--- src/rtl/asca_pkg.sv ---
// Shared types and constants of the ADC scan channel averager.
package asca_pkg;

  // Store geometry and sample format
  localparam int unsigned NUM_CHANNELS  = 16;
  localparam int unsigned HISTORY_DEPTH = 8;
  localparam int unsigned SAMPLE_BITS   = 10;

  localparam int unsigned CH_BITS    = $clog2(NUM_CHANNELS);
  localparam int unsigned SLOT_BITS  = $clog2(HISTORY_DEPTH);
  localparam int unsigned ADDR_BITS  = CH_BITS + SLOT_BITS;
  localparam int unsigned ENTRIES    = NUM_CHANNELS * HISTORY_DEPTH;
  localparam int unsigned SUM_BITS   = SAMPLE_BITS + SLOT_BITS;
  localparam int unsigned MASK_BITS  = 16;

  // Configuration port
  localparam int unsigned PADDR_BITS = 3;
  localparam int unsigned PDATA_BITS = 32;
  localparam logic [PADDR_BITS-1:0] REG_ENABLED_MASK_ADDR = 3'h0;

  // Input item modes
  localparam logic MODE_CONVERSION = 1'b0;
  localparam logic MODE_READ       = 1'b1;

  typedef struct packed {
    logic                   mode;
    logic [SAMPLE_BITS-1:0] sample_value;
    logic [CH_BITS-1:0]     channel;
  } in_item_t;

  typedef struct packed {
    logic [CH_BITS-1:0]     target_channel;
    logic [SAMPLE_BITS-1:0] passed_value;
    logic [SAMPLE_BITS-1:0] average;
    logic                   accepted;
    logic                   round_done;
  } out_item_t;

  typedef enum logic [1:0] {
    ST_IDLE,
    ST_SUM,
    ST_DRAIN,
    ST_FINISH
  } state_e;

endpackage

--- src/rtl/adc_scan_channel_averager_unit.sv ---
// ADC scan channel averager: scan distribution, sample history store and averaging.
//
// Input channel (in_valid_i/in_ready_o, in_data_i): each transaction is either a
// scanned conversion (mode 0), written to the next enabled channel's history ring if
// any, or a read (mode 1), which returns the mean of that channel's stored samples.
// Output channel (out_valid_o/out_ready_i, out_data_o): one result per input item,
// in order. An APB port holds enabled_mask at address 0; write it only while idle.
//
// Sequencing: a conversion is stored and its result registered when accepted; the
// result passes to the output register from the finish state. A read walks the
// channel's 8 history entries through the single read port of the sample memory,
// one entry per cycle in the sum state, adds the last entry in the drain state and
// passes its result on from the finish state. A disabled channel's read goes to
// finish at once, like a conversion. Input waits until the finish state is left.
//
// Reset clears the mask, the scan position, the slot index and the per-entry valid
// bits, so every stored sample reads as zero until written; no clearing pass.
// When the receiver stalls, the result waits in the output register while the next
// item is taken and processed; that item's result then waits internally and the
// input is not ready again until the output register frees up.
module adc_scan_channel_averager_unit
  import asca_pkg::*;
(
  input  logic                  clk_i,
  input  logic                  rst_ni,

  input  logic                  in_valid_i,
  output logic                  in_ready_o,
  input  in_item_t              in_data_i,

  output logic                  out_valid_o,
  input  logic                  out_ready_i,
  output out_item_t             out_data_o,

  input  logic                  psel,
  input  logic                  penable,
  input  logic                  pwrite,
  input  logic [PADDR_BITS-1:0] paddr,
  input  logic [PDATA_BITS-1:0] pwdata,
  output logic [PDATA_BITS-1:0] prdata,
  output logic                  pready
);

  // Control state
  state_e                 state_q, state_d;
  logic [MASK_BITS-1:0]   mask_q;
  logic [CH_BITS-1:0]     scan_pos_q, scan_pos_d;
  logic [SLOT_BITS-1:0]   slot_q, slot_d;
  logic [SLOT_BITS-1:0]   cnt_q;
  logic                   rd_vld_q;
  logic                   out_valid_q;
  logic [ENTRIES-1:0]     entry_vld_q;
  logic                   mem_rvld_q;

  // Datapath registers
  logic [CH_BITS-1:0]     chan_q;
  logic [SUM_BITS-1:0]    acc_q;
  out_item_t              res_q, res_d;
  out_item_t              out_q;
  logic [SAMPLE_BITS-1:0] mem_rdata_q;

  logic [SAMPLE_BITS-1:0] mem_q [ENTRIES];

  // Strobes
  logic                   in_fire;
  logic                   out_free;
  logic                   mem_we;
  logic                   res_we;
  logic                   load_out;
  logic [ADDR_BITS-1:0]   waddr;
  logic [ADDR_BITS-1:0]   raddr;
  logic                   cfg_we;

  // Scan target search
  logic [MASK_BITS-1:0]   above_mask;
  logic [MASK_BITS-1:0]   cand_mask;
  logic [MASK_BITS-1:0]   low_bit;
  logic [CH_BITS-1:0]     tgt_ch;
  logic                   has_tgt;
  logic                   last_in_round;
  logic                   rd_enabled;

  logic [SAMPLE_BITS-1:0] rd_word;
  logic [SUM_BITS-1:0]    acc_sum;

  // Input is taken only in the idle state
  assign in_ready_o = (state_q == ST_IDLE);
  assign in_fire    = in_valid_i && in_ready_o;
  assign out_free   = !out_valid_q || out_ready_i;

  // APB register access
  assign pready = 1'b1;
  assign cfg_we = psel && penable && pwrite && pready && (paddr == REG_ENABLED_MASK_ADDR);
  always_comb begin
    prdata = '0;
    if (paddr == REG_ENABLED_MASK_ADDR) begin
      prdata = PDATA_BITS'(mask_q);
    end
  end

  always_ff @(posedge clk_i or negedge rst_ni) begin
    if (!rst_ni) begin
      mask_q <= '0;
    end else if (cfg_we) begin
      mask_q <= pwdata[MASK_BITS-1:0];
    end
  end

  // Next enabled channel at or above the scan position, else wrap to the lowest
  always_comb begin
    above_mask = mask_q & ({MASK_BITS{1'b1}} << scan_pos_q);
    cand_mask  = (|above_mask) ? above_mask : mask_q;
    low_bit    = cand_mask & (~cand_mask + MASK_BITS'(1));
    tgt_ch     = '0;
    for (int i = 0; i < MASK_BITS; i++) begin
      if (low_bit[i]) begin
        tgt_ch = tgt_ch | CH_BITS'(i);
      end
    end
    has_tgt       = |mask_q;
    last_in_round = (mask_q & ~(low_bit | (low_bit - MASK_BITS'(1)))) == '0;
  end

  assign rd_enabled = mask_q[in_data_i.channel];

  // Read data of a never written entry counts as zero
  assign rd_word = mem_rvld_q ? mem_rdata_q : '0;
  assign acc_sum = acc_q + SUM_BITS'(rd_word);

  // Next state
  always_comb begin
    state_d = state_q;
    case (state_q)
      ST_IDLE: begin
        if (in_fire) begin
          if (in_data_i.mode == MODE_READ && rd_enabled) begin
            state_d = ST_SUM;
          end else begin
            state_d = ST_FINISH;
          end
        end
      end
      ST_SUM: begin
        if (cnt_q == SLOT_BITS'(HISTORY_DEPTH - 1)) begin
          state_d = ST_DRAIN;
        end
      end
      ST_DRAIN: begin
        state_d = ST_FINISH;
      end
      ST_FINISH: begin
        if (out_free) begin
          state_d = ST_IDLE;
        end
      end
      default: begin
        state_d = ST_IDLE;
      end
    endcase
  end

  // Outputs of the sequencer
  always_comb begin
    mem_we     = 1'b0;
    res_we     = 1'b0;
    load_out   = 1'b0;
    res_d      = '0;
    scan_pos_d = scan_pos_q;
    slot_d     = slot_q;
    case (state_q)
      ST_IDLE: begin
        if (in_fire) begin
          if (in_data_i.mode == MODE_CONVERSION) begin
            res_we = 1'b1;
            if (has_tgt) begin
              mem_we               = 1'b1;
              res_d.target_channel = tgt_ch;
              res_d.passed_value   = in_data_i.sample_value;
              res_d.accepted       = 1'b1;
              res_d.round_done     = last_in_round;
              if (last_in_round) begin
                scan_pos_d = '0;
                slot_d     = (slot_q == SLOT_BITS'(HISTORY_DEPTH - 1)) ? '0
                                                                      : slot_q + 1'b1;
              end else begin
                scan_pos_d = tgt_ch + 1'b1;
              end
            end
          end else if (!rd_enabled) begin
            res_we               = 1'b1;
            res_d.target_channel = in_data_i.channel;
          end
        end
      end
      ST_DRAIN: begin
        res_we               = 1'b1;
        res_d.target_channel = chan_q;
        res_d.average        = acc_sum[SUM_BITS-1:SLOT_BITS];
        res_d.accepted       = 1'b1;
      end
      ST_FINISH: begin
        load_out = out_free;
      end
      default: begin
      end
    endcase
  end

  assign waddr = {tgt_ch, slot_q};
  assign raddr = {chan_q, cnt_q};

  // Control registers
  always_ff @(posedge clk_i or negedge rst_ni) begin
    if (!rst_ni) begin
      state_q     <= ST_IDLE;
      scan_pos_q  <= '0;
      slot_q      <= '0;
      cnt_q       <= '0;
      rd_vld_q    <= 1'b0;
      out_valid_q <= 1'b0;
      entry_vld_q <= '0;
      mem_rvld_q  <= 1'b0;
    end else begin
      state_q    <= state_d;
      scan_pos_q <= scan_pos_d;
      slot_q     <= slot_d;
      rd_vld_q   <= (state_q == ST_SUM);
      mem_rvld_q <= entry_vld_q[raddr];
      if (state_q == ST_SUM) begin
        cnt_q <= cnt_q + 1'b1;
      end else begin
        cnt_q <= '0;
      end
      if (mem_we) begin
        entry_vld_q[waddr] <= 1'b1;
      end
      if (load_out) begin
        out_valid_q <= 1'b1;
      end else if (out_ready_i) begin
        out_valid_q <= 1'b0;
      end
    end
  end

  // Sample memory: one write port, one registered read port
  always_ff @(posedge clk_i) begin
    if (mem_we) begin
      mem_q[waddr] <= in_data_i.sample_value;
    end
    mem_rdata_q <= mem_q[raddr];
  end

  // Datapath registers
  always_ff @(posedge clk_i) begin
    if (in_fire) begin
      chan_q <= in_data_i.channel;
      acc_q  <= '0;
    end else if (rd_vld_q) begin
      acc_q  <= acc_sum;
    end
    if (res_we) begin
      res_q <= res_d;
    end
    if (load_out) begin
      out_q <= res_q;
    end
  end

  assign out_valid_o = out_valid_q;
  assign out_data_o  = out_q;

  // Checks on the sequencer and the store
  a_no_write_while_summing : assert property (@(posedge clk_i) disable iff (!rst_ni)
    mem_we |-> state_q == ST_IDLE)
    else $error("sample write outside idle state");

  a_read_data_only_in_walk : assert property (@(posedge clk_i) disable iff (!rst_ni)
    rd_vld_q |-> (state_q == ST_SUM || state_q == ST_DRAIN))
    else $error("read data returned outside the history walk");

  a_round_end_resets_scan : assert property (@(posedge clk_i) disable iff (!rst_ni)
    (mem_we && last_in_round) |=> (scan_pos_q == '0 && slot_q != $past(slot_q)))
    else $error("round end did not restart scan and advance slot");

  a_done_implies_accepted : assert property (@(posedge clk_i) disable iff (!rst_ni)
    out_valid_o |-> !(out_data_o.round_done && !out_data_o.accepted))
    else $error("round_done set on an item that did not take effect");

  a_drain_follows_sum : assert property (@(posedge clk_i) disable iff (!rst_ni)
    state_q == ST_DRAIN |-> $past(state_q) == ST_SUM)
    else $error("drain entered without a history walk");

endmodule

--- config.mk ---
export PLATFORM = sky130hd
export DESIGN_NAME = adc_scan_channel_averager_unit
export DESIGN_NICKNAME = d
export VERILOG_FILES = /design/src/rtl/asca_pkg.sv /design/src/rtl/adc_scan_channel_averager_unit.sv
export SDC_FILE = /design/constraint.sdc
export NUM_CORES = 2
export LEC_CHECK = 0
export BUFFER_PORTS_ARGS = -buffer_cell sky130_fd_sc_hd__buf_4
export CAP_MARGIN = 20
export CORE_MARGIN = 4
export CORE_UTILIZATION = 43
export DETAILED_ROUTE_END_ITERATION = 10
export PLACE_DENSITY = 0.59
export SYNTH_ARGS = -nofsm -noshare
export SYNTH_HDL_FRONTEND = slang
export SYNTH_SLANG_ARGS = --single-unit
--- constraint.sdc ---
create_clock -name clk_i -period 4 [get_ports clk_i]
set_input_delay 0.8 -clock clk_i [delete_from_list [all_inputs] [get_ports clk_i]]
set_output_delay 0.8 -clock clk_i [all_outputs]
set_load 0.03 [all_outputs]
==> flow_metrics.py <==
metrics = {
    "floorplanning": {
        "placement_rows": 137,
        "floorplan.die.height_um": 382,
        "fp.coreArea_um2": 139000,
        "dieWidth_um": 382,
        "start_util_pct": 43.2,
        "ios": 118,
        "floorplan.die_area_um2": 146000,
    },
    "final_layout": {
        "fillerInstances": 10800,
        "final_util_pct": 51.8,
        "post-route-cell-area_um2": 72200,
        "layout_cells_sized_above_1_pct": 41.0,
        "seqCellArea_um2": 44600,
        "layout_commonest_cell": "sky130_fd_sc_hd__edfxtp_1",
        "nets": 3411,
        "multiInputGateArea_um2": 15300,
        "commonest_cells_after_routing_fill_and_taps_aside": "sky130_fd_sc_hd__edfxtp_1, sky130_fd_sc_hd__mux4_2, sky130_fd_sc_hd__buf_4",
        "area_growth_syn_to_layout_pct": 19.9,
    },
    "power_and_ir_drop": {
        "power_per_cell_area_nw_per_um2": 601,
        "vdd_drop_max_uv": 570,
        "p_leak_nw": 24.4,
    },
    "global_routing": {
        "grtUsageTotal_pct": 19.8,
        "initial_antenna_violation_count": 5,
        "wire_length_of_the_first_global_routing_pass_mm": 213,
        "gr-total-overflow": 0,
        "grt_start_max_net_pins": 130,
        "via_count_of_the_first_global_routing_pass": 31100,
    },
    "placement": {
        "post-dp-hpwl_mm": 91.4,
        "postPlaceCellArea_um2": 66100,
        "port-buffer-count": 84,
        "gp_congestion": 0.848,
    },
    "timing": {
        "achievable-frequency_mhz": 252,
        "timing.clock.skew_ns": 0.0201,
        "finalSetupTns_ns": 0,
        "worst_slew_margin_rel_pct": 34.3,
        "rsz0062_at_grt": "true",
        "report.final.hold_viol_count": 0,
        "timing_worst_slew_pin_value_ns": 0.986,
        "drv_slew": 0,
        "post-route-min-period_ns": 3.97,
        "finalSetupViolations": 0,
        "period_share_pct": 99.2,
    },
    "clock_network": {
        "path_clk_slew_ns": 0.06,
        "cts_sinks": 1518,
        "clockRootBuffer": "sky130_fd_sc_hd__clkbuf_16",
        "tritoncts": "built",
        "clock_latency_ns": 0.77,
        "cts_buffers": 151,
        "cts_max_level": 4,
        "cts_max_path_buffers": 3,
    },
    "setup_path": {
        "regToRegStartpoint": "scan_pos_q[0]$_DFFE_PN0P_",
        "worst-path-max-fanout": 11,
        "setup.worst_path.end_class": "flop",
        "timing.critical_path.arrival_ns": 4.62,
        "worst_r2r_endpoint": "entry_vld_q[125]$_DFFE_PN0P_",
        "path_class": "flop to flop",
        "setup.reg_to_reg.worst_slack_ns": 0.03,
        "startpoint": "scan_pos_q[0]$_DFFE_PN0P_",
        "critical_path_required_ns": 4.65,
        "cp-start-kind": "flop",
        "ff2ff_path_depth": 17,
    },
    "synthesis": {
        "synth.area.top_cells": "sky130_fd_sc_hd__edfxtp_1, sky130_fd_sc_hd__mux4_2, sky130_fd_sc_hd__dfrtp_1",
        "syn-cell-area_um2": 60300,
        "yosysTopAreaCell": "sky130_fd_sc_hd__edfxtp_1",
        "syn_area_per_cell_um2": 21.0,
        "post_synth_num_cell_types": 87,
        "ys_seq_area_share_pct": 74.0,
        "synthesis.yosys.warnings": 0,
        "yosys_register_bits": 1518,
        "synth_enable_flop_cells": 1336,
        "postSynthCellCount": 2871,
        "synth_flop_cell": "sky130_fd_sc_hd__edfxtp_1",
        "synth_top_area_share_pct": 66.6,
        "async_flop_share_pct": 10.5,
    },
    "drt": {
        "1st_iter_drt_viols": 2903,
        "first_pass_iters": 5,
        "vias_per_cell": 5.57,
        "route.final.wire_length_mm": 144,
        "drtAntennaViolNets": 0,
        "detailroute.via_count": 29700,
        "remaining_drc_errors": 0,
        "routedWlPerCell_um": 27.0,
    },
    "run": {
        "cap_violations": 0,
    },
    "hold_path": {
        "hp-class": "input port to asynchronous set/reset pin",
    },
    "status": {
        "run_status": "completed",
    },
}
## critical path: stages (launching register included)
cell	delay, ns
sky130_fd_sc_hd__dfrtp_2	0.44
sky130_fd_sc_hd__buf_6	0.13
sky130_fd_sc_hd__nand4b_1	0.12
sky130_fd_sc_hd__o211ai_1	0.21
sky130_fd_sc_hd__o211ai_2	0.17
sky130_fd_sc_hd__or3_4	0.45
sky130_fd_sc_hd__o211a_1	0.25
sky130_fd_sc_hd__a41oi_2	0.24
sky130_fd_sc_hd__o22ai_2	0.15
sky130_fd_sc_hd__a2111oi_4	0.34
sky130_fd_sc_hd__inv_1	0.20
sky130_fd_sc_hd__ha_4	0.23
sky130_fd_sc_hd__buf_12	0.14
sky130_fd_sc_hd__nand2_2	0.10
sky130_fd_sc_hd__buf_12	0.14
sky130_fd_sc_hd__nor2_1	0.04
sky130_fd_sc_hd__buf_4	0.21
sky130_fd_sc_hd__or2_2	0.28
## power by group
group / total (mW) / internal [mW] / switching (mW) / leakage [nW]
combinational: 10.8 / 5.05 / 5.80 / 7.48
clock: 14.4 / 8.52 / 5.86 / 2.50
sequential: 18.2 / 17.8 / 0.353 / 14.4
total: 43.4 / 31.4 / 12.0 / 24.4
## synth_stat cells (4+ instances only)
cell type and count:
sky130_fd_sc_hd__inv_1 35, sky130_fd_sc_hd__a211oi_1 4, sky130_fd_sc_hd__nor2_1 162, sky130_fd_sc_hd__edfxtp_1 1336
sky130_fd_sc_hd__mux2_2 20, sky130_fd_sc_hd__mux2i_1 10, sky130_fd_sc_hd__o21ai_0 38, sky130_fd_sc_hd__buf_1 41
sky130_fd_sc_hd__mux4_2 466, sky130_fd_sc_hd__nor3_1 12, sky130_fd_sc_hd__dfxtp_1 23, sky130_fd_sc_hd__nor2_2 4
sky130_fd_sc_hd__o2111ai_1 5, sky130_fd_sc_hd__a21o_1 4, sky130_fd_sc_hd__nand2b_1 9, sky130_fd_sc_hd__buf_6 12
sky130_fd_sc_hd__nand3_1 11, sky130_fd_sc_hd__nand2_1 54, sky130_fd_sc_hd__nor2b_1 5, sky130_fd_sc_hd__ha_1 22
sky130_fd_sc_hd__o21bai_2 8, sky130_fd_sc_hd__buf_4 20, sky130_fd_sc_hd__o31ai_1 7, sky130_fd_sc_hd__a31oi_1 5
sky130_fd_sc_hd__or2_1 4, sky130_fd_sc_hd__o21a_1 5, sky130_fd_sc_hd__or2_2 98, sky130_fd_sc_hd__a21oi_1 17
sky130_fd_sc_hd__clkbuf_1 104, sky130_fd_sc_hd__o22ai_1 6, sky130_fd_sc_hd__o21bai_1 26, sky130_fd_sc_hd__and2_1 50
sky130_fd_sc_hd__xnor2_1 10, sky130_fd_sc_hd__dfrtp_1 159
## worst max path at each step
stage | endpoint | slack [ns] | depth (start not counted)
floorplan | mem_q[25][0]$_DFFE_PP_ | -0.14 | 14
global placement | mem_q[23][1]$_DFFE_PP_ | -0.49 | 16
detailed placement | mem_q[19][5]$_DFFE_PP_ | -0.47 | 16
CTS | entry_vld_q[69]$_DFFE_PN0P_ | -0.04 | 20
global route | entry_vld_q[48]$_DFFE_PN0P_ | -0.11 | 20
finish | entry_vld_q[125]$_DFFE_PN0P_ | 0.03 | 17
## timing repair
item	CTS	global route
buffers inserted	4	16
endpoints found under the setup margin	1412	1399
gates resized for setup	33	187
gates cloned	3	13
pin swaps	4	22
hold buffers	0	0
## sequential cells by signal, indices dropped and copies added (netlist names)
name / count
chan_q: 4
out_data_o: 26
slot_q: 3
out_valid_o: 1
mem_rdata_q: 10
rd_vld_q: 1
state_q: 2
res_q: 26
entry_vld_q: 128
scan_pos_q: 4
mem_rvld_q: 1
cnt_q: 3
mask_q: 16
acc_q: 13
mem_q: 1280
## cell type report
cell class / count / share of cell area (%)
Sequential cell: 1518 / 61.7
Multi-Input combinational cell: 1153 / 21.1
Timing Repair Buffer: 472 / 6.66
Clock buffer: 201 / 5.87
Tap cell: 1876 / 3.25
Clock inverter: 76 / 1.20
Inverter: 35 / 0.182
Antenna cell: 3 / 0.0104
## stage by stage
stage / hold WS [ns] / setup WS, ns / total power, mW / std cells
final: 0.0928 / 0.0328 / 43.4 / 5334
after global routing: 0.138 / -0.109 / 45.1 / 5331
after CTS: 0.120 / -0.0422 / 43.3 / 5302
after detailed placement: 0.407 / -0.469 / 28.8 / 5018
after global placement: 0.407 / -0.493 / 28.7 / 5018
after floorplan: 0.400 / -0.139 / 24.6 / 2886
## cells by family after synthesis
kind of cell	synth area share [%]
flops	74.0
mux	18.0
simple gates	3.58
buf+inv	1.63
compound gates	2.11
fa+ha+maj	0.523
xor+xnor	0.174
other cells	0.0125
## metal layers
metal	track usage (%)	share of wire [%]
met4	5.22	2.1
met3	3.26	5.9
met5	0	0
met1	28.6	43
met2	31.7	49
Power figures use the tool's default switching activity.
